==> src/design/cbp_pkg.sv <==
`default_nettype none

package cbp_pkg;

  // Configuration port
  localparam int CFG_IDX_W  = 3;
  localparam int CFG_DATA_W = 64;

  // Register widths
  localparam int DPAT_W     = 64;
  localparam int PLEN_W     = 6;
  localparam int TPAT_W     = 32;
  localparam int TLEN_W     = 5;
  localparam int DLEN_W     = 24;

  // Frame state widths
  localparam int POS_W      = 5;
  localparam int TAIL_IDX_W = 5;

  // UMTS tail layout: four rows per tail column, lower encoder starts at row 2
  localparam int ROWS_UMTS       = 4;
  localparam int LOWER_ROW_FIRST = 2;
  localparam int LOWER_DEPTH     = 8;
  localparam int LOWER_ADDR_W    = 3;
  localparam int FILL_W          = 4;

  // Results per input transaction
  localparam int MAX_RESULTS = 24;
  localparam int RES_W       = 5;

  typedef enum logic [CFG_IDX_W-1:0] {
    REG_DATA_PATTERN    = 3'd0,
    REG_PATTERN_LENGTH  = 3'd1,
    REG_TAIL_PATTERN    = 3'd2,
    REG_TAIL_LENGTH     = 3'd3,
    REG_DATA_LENGTH     = 3'd4,
    REG_UMTS_TAIL_ORDER = 3'd5
  } cfg_reg_t;

  typedef struct packed {
    logic start;   // take the input bit, update frame counters
    logic gen;     // produce one copy of cur_bit
    logic load;    // fetch next buffered lower tail bit
    logic finish;  // push the held result out as last of run
  } cmd_t;

  typedef struct packed {
    logic rep_zero;
    logic at_cap;
    logic flush_pending;
    logic flush_done;
    logic can_gen;
    logic hold_valid;
  } status_t;

endpackage

`default_nettype wire

==> src/design/cbp_ctrl.sv <==
`default_nettype none

module cbp_ctrl (
  input  wire logic             clk,
  input  wire logic             rst,
  input  wire logic             in_valid,
  output logic                  in_ready,
  input  wire cbp_pkg::status_t status,
  output cbp_pkg::cmd_t         cmd
);
  import cbp_pkg::*;

  typedef enum logic [3:0] {
    S_IDLE   = 4'b0001,
    S_EMIT   = 4'b0010,
    S_LOAD   = 4'b0100,
    S_FINISH = 4'b1000
  } state_t;

  state_t state, state_next;

  always_ff @(posedge clk) begin
    if (rst) begin
      state <= S_IDLE;
    end else begin
      state <= state_next;
    end
  end

  always_comb begin
    state_next = state;
    cmd        = '0;
    in_ready   = 1'b0;
    case (state)
      S_IDLE: begin
        in_ready = 1'b1;
        if (in_valid) begin
          cmd.start  = 1'b1;
          state_next = S_EMIT;
        end
      end
      S_EMIT: begin
        if (status.rep_zero || status.at_cap) begin
          state_next = (status.flush_pending && !status.at_cap) ? S_LOAD : S_FINISH;
        end else if (status.can_gen) begin
          cmd.gen = 1'b1;
        end
      end
      S_LOAD: begin
        if (status.flush_done || status.at_cap) begin
          state_next = S_FINISH;
        end else begin
          cmd.load   = 1'b1;
          state_next = S_EMIT;
        end
      end
      S_FINISH: begin
        if (!status.hold_valid) begin
          state_next = S_IDLE;
        end else if (status.can_gen) begin
          cmd.finish = 1'b1;
          state_next = S_IDLE;
        end
      end
      default: begin
        state_next = S_IDLE;
      end
    endcase
  end

  // nothing may be left in the hold stage once a new input can be taken
  assert property (@(posedge clk) disable iff (rst)
    (state == S_IDLE) |-> !status.hold_valid)
    else $error("hold stage occupied while idle");

endmodule

`default_nettype wire

==> src/design/cbp_datapath.sv <==
`default_nettype none

module cbp_datapath #(
  parameter int MAX_PATTERN_ENTRIES = 32,
  parameter int MAX_TAIL_ENTRIES    = 16,
  parameter int COUNT_BITS          = 2,
  parameter int DATA_COUNT_BITS     = 24
) (
  input  wire logic                           clk,
  input  wire logic                           rst,
  input  wire logic                           cfg_valid,
  input  wire logic [cbp_pkg::CFG_IDX_W-1:0]  cfg_index,
  input  wire logic [cbp_pkg::CFG_DATA_W-1:0] cfg_data,
  input  wire logic                           code_bit,
  input  wire cbp_pkg::cmd_t                  cmd,
  output cbp_pkg::status_t                    status,
  output logic                                out_valid,
  input  wire logic                           out_ready,
  output logic                                out_bit,
  output logic                                last_of_run
);
  import cbp_pkg::*;

  localparam int CMP_W = (DATA_COUNT_BITS > DLEN_W) ? DATA_COUNT_BITS : DLEN_W;
  localparam logic [PLEN_W-1:0]     PLEN_MAX = PLEN_W'(MAX_PATTERN_ENTRIES);
  localparam logic [TAIL_IDX_W-1:0] TLEN_MAX = TAIL_IDX_W'(MAX_TAIL_ENTRIES);

  // configuration
  logic [DPAT_W-1:0] data_pattern;
  logic [PLEN_W-1:0] pattern_length;
  logic [TPAT_W-1:0] tail_pattern_word;
  logic [TLEN_W-1:0] tail_length;
  logic [DLEN_W-1:0] data_length;
  logic              umts_tail_order;

  // frame state
  logic [POS_W-1:0]           pattern_position;
  logic [DATA_COUNT_BITS-1:0] data_counter;
  logic [TAIL_IDX_W-1:0]      tail_index;
  logic [FILL_W-1:0]          lower_tail_fill;
  logic                       lower_tail_store [LOWER_DEPTH];

  // per-transaction work
  logic                  cur_bit;
  logic [COUNT_BITS-1:0] rep;
  logic                  flush_pending;
  logic [FILL_W-1:0]     flush_n;
  logic [FILL_W-1:0]     flush_k;
  logic [RES_W-1:0]      n_emitted;
  logic                  hold_valid;
  logic                  hold_bit;

  // decode of the current step
  logic [PLEN_W-1:0]     plen_eff;
  logic [TAIL_IDX_W-1:0] tlen_eff;
  logic [POS_W-1:0]      pos_eff;
  logic [PLEN_W-1:0]     pos_inc;
  logic [POS_W-1:0]      pos_wrap;
  logic                  in_data;
  logic [DATA_COUNT_BITS-1:0] cnt_inc;
  logic                  data_done;
  logic                  tail_over;
  logic                  is_lower;
  logic                  store_ok;
  logic                  store_we;
  logic [FILL_W-1:0]     fill_inc;
  logic [TAIL_IDX_W-1:0] tidx_inc;
  logic                  tail_last;
  logic [5:0]            dbase;
  logic [4:0]            tbase;
  logic [3:0]            fpos;
  logic [4:0]            fbase;
  logic [COUNT_BITS-1:0] data_cnt;
  logic [COUNT_BITS-1:0] tail_cnt;
  logic [COUNT_BITS-1:0] flush_cnt;
  logic                  out_free;

  always_comb begin
    if (pattern_length == '0) begin
      plen_eff = PLEN_W'(1);
    end else if (pattern_length > PLEN_MAX) begin
      plen_eff = PLEN_MAX;
    end else begin
      plen_eff = pattern_length;
    end
    tlen_eff  = (tail_length > TLEN_MAX) ? TLEN_MAX : tail_length;
    pos_eff   = ({1'b0, pattern_position} >= plen_eff) ? '0 : pattern_position;
    pos_inc   = {1'b0, pos_eff} + PLEN_W'(1);
    pos_wrap  = (pos_inc >= plen_eff) ? '0 : pos_inc[POS_W-1:0];
    in_data   = CMP_W'(data_counter) < CMP_W'(data_length);
    cnt_inc   = data_counter + DATA_COUNT_BITS'(1);
    data_done = (CMP_W'(cnt_inc) >= CMP_W'(data_length)) && (tlen_eff == '0);
    tail_over = tail_index >= tlen_eff;
    is_lower  = umts_tail_order && tail_index[1];
    store_ok  = lower_tail_fill < FILL_W'(LOWER_DEPTH);
    store_we  = cmd.start && !in_data && !tail_over && is_lower && store_ok;
    fill_inc  = lower_tail_fill + FILL_W'(is_lower && store_ok);
    tidx_inc  = tail_index + TAIL_IDX_W'(1);
    tail_last = tidx_inc >= tlen_eff;
    // lower bit k sits at row 2 + (k & 1) of tail column k / 2
    fpos      = 4'((int'(flush_k[2:1]) * ROWS_UMTS) + LOWER_ROW_FIRST + int'(flush_k[0]));
    dbase     = 6'(COUNT_BITS * int'(pos_eff));
    tbase     = 5'(COUNT_BITS * int'(tail_index[3:0]));
    fbase     = 5'(COUNT_BITS * int'(fpos));
    data_cnt  = data_pattern[dbase +: COUNT_BITS];
    tail_cnt  = tail_pattern_word[tbase +: COUNT_BITS];
    flush_cnt = tail_pattern_word[fbase +: COUNT_BITS];
    out_free  = !out_valid || out_ready;
  end

  assign status.rep_zero      = (rep == '0);
  assign status.at_cap        = (n_emitted == RES_W'(MAX_RESULTS));
  assign status.flush_pending = flush_pending;
  assign status.flush_done    = (flush_k >= flush_n);
  assign status.can_gen       = !hold_valid || out_free;
  assign status.hold_valid    = hold_valid;

  // control and counters
  always_ff @(posedge clk) begin
    if (rst) begin
      data_pattern      <= '0;
      pattern_length    <= PLEN_W'(1);
      tail_pattern_word <= '0;
      tail_length       <= '0;
      data_length       <= '0;
      umts_tail_order   <= 1'b0;
      pattern_position  <= '0;
      data_counter      <= '0;
      tail_index        <= '0;
      lower_tail_fill   <= '0;
      flush_pending     <= 1'b0;
      flush_n           <= '0;
      flush_k           <= '0;
      n_emitted         <= '0;
      hold_valid        <= 1'b0;
      out_valid         <= 1'b0;
    end else begin
      if (cfg_valid) begin
        case (cfg_reg_t'(cfg_index))
          REG_DATA_PATTERN:    data_pattern      <= cfg_data;
          REG_PATTERN_LENGTH:  pattern_length    <= cfg_data[PLEN_W-1:0];
          REG_TAIL_PATTERN:    tail_pattern_word <= cfg_data[TPAT_W-1:0];
          REG_TAIL_LENGTH:     tail_length       <= cfg_data[TLEN_W-1:0];
          REG_DATA_LENGTH:     data_length       <= cfg_data[DLEN_W-1:0];
          REG_UMTS_TAIL_ORDER: umts_tail_order   <= cfg_data[0];
          default: ;
        endcase
      end

      if (out_valid && out_ready) begin
        out_valid <= 1'b0;
      end

      if (cmd.start) begin
        n_emitted        <= '0;
        flush_k          <= '0;
        flush_pending    <= 1'b0;
        pattern_position <= pos_eff;
        if (in_data) begin
          pattern_position <= pos_wrap;
          data_counter     <= cnt_inc;
          if (data_done) begin
            pattern_position <= '0;
            data_counter     <= '0;
            tail_index       <= '0;
            lower_tail_fill  <= '0;
          end
        end else if (tail_over) begin
          pattern_position <= '0;
          data_counter     <= '0;
          tail_index       <= '0;
          lower_tail_fill  <= '0;
        end else begin
          lower_tail_fill <= fill_inc;
          tail_index      <= tidx_inc;
          if (tail_last) begin
            flush_pending    <= 1'b1;
            flush_n          <= fill_inc;
            pattern_position <= '0;
            data_counter     <= '0;
            tail_index       <= '0;
            lower_tail_fill  <= '0;
          end
        end
      end

      if (cmd.gen) begin
        n_emitted  <= n_emitted + RES_W'(1);
        hold_valid <= 1'b1;
        if (hold_valid) begin
          out_valid <= 1'b1;
        end
      end

      if (cmd.load) begin
        flush_k <= flush_k + FILL_W'(1);
      end

      if (cmd.finish) begin
        out_valid  <= 1'b1;
        hold_valid <= 1'b0;
      end
    end
  end

  // payload
  always_ff @(posedge clk) begin
    if (cmd.start) begin
      cur_bit <= code_bit;
      if (in_data) begin
        rep <= data_cnt;
      end else if (tail_over || is_lower) begin
        rep <= '0;
      end else begin
        rep <= tail_cnt;
      end
    end
    if (cmd.gen) begin
      rep      <= rep - COUNT_BITS'(1);
      hold_bit <= cur_bit;
      if (hold_valid) begin
        out_bit     <= hold_bit;
        last_of_run <= 1'b0;
      end
    end
    if (cmd.load) begin
      cur_bit <= lower_tail_store[flush_k[LOWER_ADDR_W-1:0]];
      rep     <= flush_cnt;
    end
    if (cmd.finish) begin
      out_bit     <= hold_bit;
      last_of_run <= 1'b1;
    end
  end

  // lower encoder tail buffer
  always_ff @(posedge clk) begin
    if (store_we) begin
      lower_tail_store[lower_tail_fill[LOWER_ADDR_W-1:0]] <= code_bit;
    end
  end

  assert property (@(posedge clk) disable iff (rst)
    n_emitted <= RES_W'(MAX_RESULTS))
    else $error("result count past limit");

  assert property (@(posedge clk) disable iff (rst)
    lower_tail_fill <= FILL_W'(LOWER_DEPTH))
    else $error("lower tail buffer overfilled");

  assert property (@(posedge clk) disable iff (rst)
    cmd.finish |=> (out_valid && last_of_run && !hold_valid))
    else $error("run end not presented");

endmodule

`default_nettype wire

==> src/design/code_bit_puncturer_core.sv <==
// code_bit_puncturer_core
//
// Punctures and repeats the code bits of one encoder frame. Code bits enter on
// the input channel (in_valid/in_ready, code_bit), one bit per transaction.
// Results leave on the output channel (out_valid/out_ready, out_bit,
// last_of_run); last_of_run marks the final result caused by one input bit.
// An input bit that is deleted produces no output transaction at all.
// Registers are written through cfg_valid/cfg_ready, cfg_index, cfg_data;
// cfg_ready is always high and unknown indexes are dropped.
//
// Timing: one input bit is handled at a time. The last tail bit of a frame
// also flushes each buffered lower bit, with that bit's own copy count.
// Each copy enters a hold stage and moves to the output register when the
// next copy is made or the run ends; the last result lands as in_ready
// returns. The rate is set by the controller's one-copy-per-cycle emit loop,
// which waits while the output stalls.
//
// Reset (rst, synchronous) restores register defaults and clears all frame
// counters. When the receiver stalls, one result waits in the output
// register and one in a hold stage; further copies wait until it drains.

`default_nettype none

module code_bit_puncturer_core #(
  parameter int MAX_PATTERN_ENTRIES = 32,
  parameter int MAX_TAIL_ENTRIES    = 16,
  parameter int COUNT_BITS          = 2,
  parameter int DATA_COUNT_BITS     = 24
) (
  input  wire logic                           clk,
  input  wire logic                           rst,
  // code bit input
  input  wire logic                           in_valid,
  output logic                                in_ready,
  input  wire logic                           code_bit,
  // result output
  output logic                                out_valid,
  input  wire logic                           out_ready,
  output logic                                out_bit,
  output logic                                last_of_run,
  // register writes
  input  wire logic                           cfg_valid,
  output logic                                cfg_ready,
  input  wire logic [cbp_pkg::CFG_IDX_W-1:0]  cfg_index,
  input  wire logic [cbp_pkg::CFG_DATA_W-1:0] cfg_data
);
  import cbp_pkg::*;

  cmd_t    cmd;
  status_t status;

  // register writes always taken; user must land them while idle, unchecked
  assign cfg_ready = 1'b1;

  // sequencing: accept, emit copies, optional lower tail flush, close run
  cbp_ctrl u_ctrl (
    .clk      (clk),
    .rst      (rst),
    .in_valid (in_valid),
    .in_ready (in_ready),
    .status   (status),
    .cmd      (cmd)
  );

  // registers, frame counters, lower tail buffer and output staging
  cbp_datapath #(
    .MAX_PATTERN_ENTRIES (MAX_PATTERN_ENTRIES),
    .MAX_TAIL_ENTRIES    (MAX_TAIL_ENTRIES),
    .COUNT_BITS          (COUNT_BITS),
    .DATA_COUNT_BITS     (DATA_COUNT_BITS)
  ) u_datapath (
    .clk         (clk),
    .rst         (rst),
    .cfg_valid   (cfg_valid),
    .cfg_index   (cfg_index),
    .cfg_data    (cfg_data),
    .code_bit    (code_bit),
    .cmd         (cmd),
    .status      (status),
    .out_valid   (out_valid),
    .out_ready   (out_ready),
    .out_bit     (out_bit),
    .last_of_run (last_of_run)
  );

endmodule

`default_nettype wire
==> config.mk <==
export PLATFORM = sky130hd
export DESIGN_NAME = code_bit_puncturer_core
export DESIGN_NICKNAME = d
export VERILOG_FILES = /design/src/design/cbp_pkg.sv /design/src/design/cbp_ctrl.sv /design/src/design/cbp_datapath.sv /design/src/design/code_bit_puncturer_core.sv
export SDC_FILE = /design/constraint.sdc
export NUM_CORES = 1
export LEC_CHECK = 0
export ABC_CLOCK_PERIOD_IN_PS = 8600
export BUFFER_PORTS_ARGS = -buffer_cell sky130_fd_sc_hd__buf_2
export CORE_MARGIN = 5
export CORE_UTILIZATION = 40
export CTS_CLUSTER_SIZE = 8
export DETAILED_ROUTE_END_ITERATION = 10
export PLACE_DENSITY = 0.54
export SYNTH_ARGS = -nofsm -noshare
export SYNTH_HDL_FRONTEND = slang
export SYNTH_SLANG_ARGS = --single-unit
export TNS_END_PERCENT = 50
==> constraint.sdc <==
create_clock -name clk -period 8.6 [get_ports clk]
set_clock_uncertainty 0.1 [all_clocks]
set_input_delay 0.86 -clock clk [delete_from_list [all_inputs] [get_ports clk]]
set_output_delay 0.86 -clock clk [all_outputs]
set_load 0.01 [all_outputs]
==> impl_metrics.csv, run 1 <==
group,metric,value,unit
outcome,outcome,"complete, no violations",
route,antenna_violating_nets_post_route,0,
final_layout,antenna_cells,0,
clock_tree,worstSkewPairLatency,550,ps
synthesis,synth.net_count,1533,
synthesis,synth_cell_type_count,80,
placed_design,dpl-instance-area,0.0120,sq mm
placed_design,gp_congestion,0.871,
route,drc,0,
final_layout,fraction_of_layout_cells_with_a_size_suffix_above_1,0.123,
placed_design,hpwlAfterDp,22700,um
route,route.final.wire_length,32500,um
sta,ratio_of_final_minimum_period_to_clock_period,0.514,
clock_tree,cts_hold_buffers,0,
sta,timing.setup.tns,0,ps
sta,tightestPinTransition,1140,ps
floorplanning,floorplan.die_area,0.0320,sq mm
floorplanning,die_w,179,um
route,wl_per_cell,18.1,um
placed_design,pre_cts_ws,4200,ps
worst_setup_path,worst-path-max-fanout,28,
final_layout,num-nets-final,1563,
hold_path,hold_path.class,"reg2reg",
synthesis,synth.yosys.seq_area_share,0.375,
pwr,power_leakage,4.70,nW
worst_setup_path,crit_arrival,4800,ps
synthesis,synth_enable_flop_cells,13,
synthesis,synth.top_cells.by_area,"dfxtp_1 34%, nand2_1 10%, ha_1 9.0%",
grt,grt_pass1_wl,51900,um
floorplanning,coreArea,0.0279,sq mm
worst_setup_path,cp-end-kind,"flip-flop",
final_layout,areaGrowthSynthToFinish,12.1,%
clock_tree,cts.path.max_buffers,3,
worst_setup_path,worst-endpoint-required,8980,ps
pwr,power.density_cell_area,181,mW/mm^2
sta,worst_slew_margin_rel,0.237,
synthesis,yosys.area.top_type_share,0.341,
final_layout,final_design_area_no_fill,0.0128,sq mm
synthesis,average_size_of_a_mapped_cell,8.28,sq um
grt,track_usage,0.203,
route,dr.pass1.iters,5,
grt,grt_pass1_vias,9428,
clock_tree,clk_transition_reported_paths,50,ps
grt,overflow,0,
sta,report.final.hold_viol_count,0,
synthesis,cells_after_synthesis,1378,
job,max-cap-violations,0,
clock_tree,numCtsBuffers,30,
sta,post-route-worst-setup-slack,4180,ps
floorplanning,dieHeight,179,um
clock_tree,cts.repair.resized,0,
synthesis,postSynth.topFlopCell,"dfxtp_1",
synthesis,yosys_warnings,0,
pwr,peakVddDrop,0.157,mV
clock_tree,htreeDepth,1,
synthesis,synthArstFlopShare,0,
clock_tree,cts_tree,"yes",
sta,setup_viol_count_final,0,
clock_tree,clock_sinks,207,
clock_tree,post_cts_buffers,0,
worst_setup_path,start_kind,"flip-flop",
synthesis,synthDominantAreaCellType,"dfxtp_1",
route,vias_per_cell,5.46,
sta,fin_crit,4420,ps
grt,grt_antenna_before_repair,2,
final_layout,fillerInstances,2876,
synthesis,ys_ff_latch,207,
grt,grt_max_degree,101,
synthesis,synth_area,0.0114,sq mm
worst_setup_path,critical_path_class,"reg2reg",
sta,final-max-slew-violation-count,0,
sta,clock.fmax,0.226,GHz
route,vias,9799,
placed_design,buffer_ports.inserted,76,
route,drt_iter0_drc,747,
floorplanning,floorplan.rows,61,
clock_tree,clock-root-buffer,"clkbuf_16",
floorplanning,effective_utilization_at_floorplan,0.408,
pwr,p_total,2.32,mW
sta,unrepaired_setup_endpoints_after_global_routing,"false",
floorplanning,ioPinCount,78,
[report_power, final]
part           switching, mW  total [mW]  internal [mW]  leakage, nW
Sequential            0.0110        1.00          0.990         1.69
Clock                  0.417        1.05          0.632        0.398
Combinational          0.189       0.267         0.0777         2.62
Total                  0.617        2.32           1.70         4.70
[registers in the layout, indices dropped and copies added, names as in the netlist, 5 cells and up, named ones only]
register                      flops
u_datapath.data_counter          24
u_datapath.data_length           24
u_datapath.data_pattern          64
u_datapath.lower_tail_store       8
u_datapath.n_emitted              5
u_datapath.pattern_length         6
u_datapath.pattern_position       5
u_datapath.tail_index             5
u_datapath.tail_length            5
u_datapath.tail_pattern_word     32
[critical path: stages, from the launching register on]
cell and delay (ps):
dfxtp_1 310, buf_4 360, clkinv_1 340, ha_1 370, nor3b_1 230, o211a_1 250, or2_2 350, nand2_1 140
inv_1 110, ha_1 240, nand4_1 130, xor2_1 200, ha_1 190, a21o_1 150, a31o_2 240, nor3_1 260
nand3_1 150, a32oi_1 220
[layout by cell type (no fill, tap or decap), drive strengths merged, types with 26 or more instances in the layout]
master,synthesis,layout
mux2i,26,26
o21ai,30,30
clkbuf,63,40
nor2,75,75
inv,44,44
buf,25,86
nand2,317,317
ha,82,82
dfxtp,194,194
a21oi,176,176
nand4,48,48
[cell usage after synthesis (17+ instances only)]
cell type / n
nand2_1: 317
dfxtp_1: 194
a21oi_1: 174
ha_1: 82
nor2_1: 73
clkbuf_1: 63
nand4_1: 47
inv_1: 44
o21ai_0: 27
mux2i_1: 26
nand3_1: 24
mux4_2: 22
buf_2: 18
nand2b_1: 17
[per-stage QoR]
step | hold slack [ps] | util | cells
global route | 339 | 0.458 | 1796
CTS | 329 | 0.458 | 1796
floorplan | 300 | - | 1378
finish | 326 | 0.458 | 1796
detailed placement | 317 | 0.428 | 1754
global placement | 304 | 0.428 | 1754
[routing by layer]
metal	up-vias	wire [um]	track usage
met1	4606	14700	0.276
met3	47	1890	0.0375
li1	4924	-	-
met2	218	15000	0.333
met5	-	21	0
met4	4	823	0.0563
[logic make-up (layout without fill, tap and decap cells)]
kind of cell | Yosys count | after routing | synth area share
AND/OR/NAND/NOR | 570 | 570 | 0.231
AO/OA/AOI/OAI | 305 | 305 | 0.164
flip-flops | 207 | 207 | 0.375
buffers and inverters | 134 | 174 | 0.0487
adder cells (fa/ha/maj) | 82 | 82 | 0.0900
multiplexers | 53 | 53 | 0.0712
XOR/XNOR | 26 | 26 | 0.0200
other | 1 | 1 | 0.000329
[worst paths after layout]
check / startpoint / endpoint / slack, ps / cells after the start
worst max-delay path: u_datapath.pattern_position[0] / u_datapath.pattern_position[0] / 4180 / 17
worst min-delay path: u_datapath.hold_bit / u_datapath.out_bit / 330 / 0
worst max register to register: u_datapath.pattern_position[0] / u_datapath.pattern_position[0] / 4180 / 17
worst min register to register: u_datapath.hold_bit / u_datapath.out_bit / 330 / 0
[area by class of cell]
class                      instances  area (sq um)  share of cell area
multi-input combinational       1037          6580               0.515
inverter                          46           173              0.0135
tap                              378           473              0.0370
clock inverter                     2          21.3             0.00166
sequential                       207          4270               0.334
timing repair buffer              86           462              0.0361
clock buffer                      40           798              0.0625
Power figures use the tool's default switching activity.
==> inputs of run 2 (changes only) <==
ABC_CLOCK_PERIOD_IN_PS = 4180   (was 8600)
clock period = 4.18 ns   (was 8.6 ns; I/O delays follow)
==> impl_metrics.csv, run 2 (same netlist as run 1, synthesis figures left out) <==
group,metric,value,unit
worst_setup_path,cp-end-kind,"flip-flop",
clock_tree,clock_sinks,207,
hold_path,hold_path.class,"in2reg",
floorplanning,coreArea,0.0279,sq mm
pwr,peakVddDrop,0.257,mV
final_layout,mostFrequentLayoutCell,"nand2_1",
floorplanning,floorplan.rows,61,
route,vias,9911,
sta,ratio_of_final_minimum_period_to_clock_period,0.921,
sta,clock.fmax,0.260,GHz
sta,timing.setup.tns,0,ps
route,dr.pass1.iters,5,
clock_tree,clock-root-buffer,"clkbuf_16",
final_layout,layout_top_registers,"u_datapath.data_pattern x64, u_datapath.tail_pattern_word x32",
worst_setup_path,crit_arrival,4190,ps
floorplanning,effective_utilization_at_floorplan,0.408,
grt,grt_pass1_wl,52700,um
pwr,power.density_cell_area,371,mW/mm^2
final_layout,ff_latch_area,0.00427,sq mm
placed_design,hpwlAfterDp,23200,um
floorplanning,dieHeight,179,um
clock_tree,numCtsBuffers,30,
worst_setup_path,crit-reg2reg-launch,"u_datapath.data_counter[0]",
floorplanning,ioPinCount,78,
grt,overflow,0,
final_layout,areaGrowthSynthToFinish,13.6,%
grt,track_usage,0.206,
final_layout,fillerInstances,2839,
route,route.final.wire_length,33100,um
hold_path,min_delay_path_depth,3,
final_layout,layout.cells.most_common_list,"317 x nand2_1, 194 x dfxtp_1, 174 x a21oi_1",
placed_design,gp_congestion,0.891,
worst_setup_path,start_kind,"flip-flop",
sta,setup_viol_count_final,0,
sta,final-max-slew-violation-count,0,
final_layout,num-nets-final,1582,
route,vias_per_cell,5.47,
sta,tightestPinTransition,1190,ps
worst_setup_path,critical_path_class,"reg2reg",
grt,grt_antenna_before_repair,0,
pwr,p_total,4.80,mW
clock_tree,htreeDepth,1,
final_layout,fraction_of_layout_cells_with_a_size_suffix_above_1,0.133,
floorplanning,die_w,179,um
grt,grt_pass1_vias,9496,
floorplanning,floorplan.die_area,0.0320,sq mm
hold_path,whs_endpoint,"u_datapath.data_pattern[60]",
route,drc,0,
outcome,outcome,"complete, no violations",
worst_setup_path,worst-r2r-cell-count,15,
job,max-cap-violations,0,
clock_tree,cts.path.max_buffers,3,
worst_setup_path,worst-path-max-fanout,9,
sta,worst_slew_margin_rel,0.208,
final_layout,antenna_cells,0,
sta,report.final.hold_viol_count,0,
final_layout,finalNonFillerCells,1813,
sta,unrepaired_setup_endpoints_after_global_routing,"false",
route,antenna_violating_nets_post_route,0,
final_layout,largest_register_ff_count,64,
clock_tree,cts_tree,"yes",
sta,fin_crit,3850,ps
placed_design,buffer_ports.inserted,76,
hold_path,hold_path_startpoint,"cfg_data[60]",
route,drt_iter0_drc,667,
pwr,power_leakage,4.80,nW
route,wl_per_cell,18.3,um
clock_tree,clk_transition_reported_paths,50,ps
worst_setup_path,worst-endpoint-required,4520,ps
worst_setup_path,reg2reg_setup_slack,330,ps
grt,grt_max_degree,109,
clock_tree,worstSkewPairLatency,540,ps
placed_design,placed_cells,1768,
final_layout,multiInputGateArea,0.00660,sq mm
sta,hold-worst-slack,22.4,ps
worst_setup_path,r2r-end,"u_datapath.tail_index[0]",
final_layout,regMostFlops,"u_datapath.data_pattern",
[run 2: cell types whose count changed in the layout (fill, tap and decap cells not counted), sizes merged]
cell / previous run / this run
clkbuf: 40 / 39
dlygate4sd3: 0 / 5
buf: 86 / 100
clkinv: 4 / 3
[run 2: routing by layer]
layer  GRT usage  up-vias  wire (um)
met5           0        -          0
met1       0.287     4662      15300
li1            -     4957          -
met4      0.0720        0       1200
met3      0.0240       55       1620
met2       0.331      237      15000
[run 2: worst max-delay path by stage]
stage | startpoint | end | slack, ps | cells past startpoint
4_1_cts | u_datapath.data_counter[0] | u_datapath.data_counter[13] | 260 | 15
2_1_floorplan | u_datapath.pattern_length[1] | u_datapath.pattern_position[4] | 660 | 19
3_3_place_gp | u_datapath.data_counter[0] | u_datapath.data_counter[6] | 380 | 15
3_5_place_dp | u_datapath.data_counter[0] | u_datapath.data_counter[17] | 280 | 15
5_1_grt | u_datapath.data_counter[0] | u_datapath.tail_index[0] | 2 | 15
6_report | u_datapath.data_counter[0] | u_datapath.tail_index[0] | 330 | 15
[run 2: report_power, final]
| part | internal (mW) | leakage, nW | switching [mW] |
|---|---|---|---|
| Sequential | 2.04 | 1.69 | 0.0230 |
| Combinational | 0.183 | 2.72 | 0.393 |
| Clock | 1.31 | 0.396 | 0.854 |
| Total | 3.53 | 4.80 | 1.27 |
[run 2: worst max-delay path, cell delays in order, from the launching register on]
cell and delay, ps:
dfxtp_1 420, ha_1 270, and4_1 300, nand3_1 110
nor2_1 220, nand4_1 140, and2_1 200, or2_2 290
ha_1 290, nor2b_1 130, o21ai_0 170, nand2_1 110
o41ai_4 360, buf_4 230, a21oi_2 180, o31ai_1 230
[run 2: layout make-up]
class,instances,share of cell area
multi-input combinational,1037,0.509
inverter,46,0.0133
timing repair buffer,105,0.0482
clock inverter,1,0.000676
sequential,207,0.330
clock buffer,39,0.0622
tap,378,0.0365
[run 2: stage by stage]
step	cell area (sq um)	utilization	worst slack, ps
global route	13000	0.464	1.53
CTS	12900	0.463	261
global placement	12100	0.432	381
floorplan	11400	-	659
detailed placement	12100	0.432	282
finish	13000	0.464	330
[run 2: repair_timing]
action                                 in CTS  in global routing
hold buffers                                5                  0
endpoints found under the hold margin       5                  0
setup endpoints to repair                   0                 28
gates resized for setup                     0                  6
buffers inserted                            0                  0
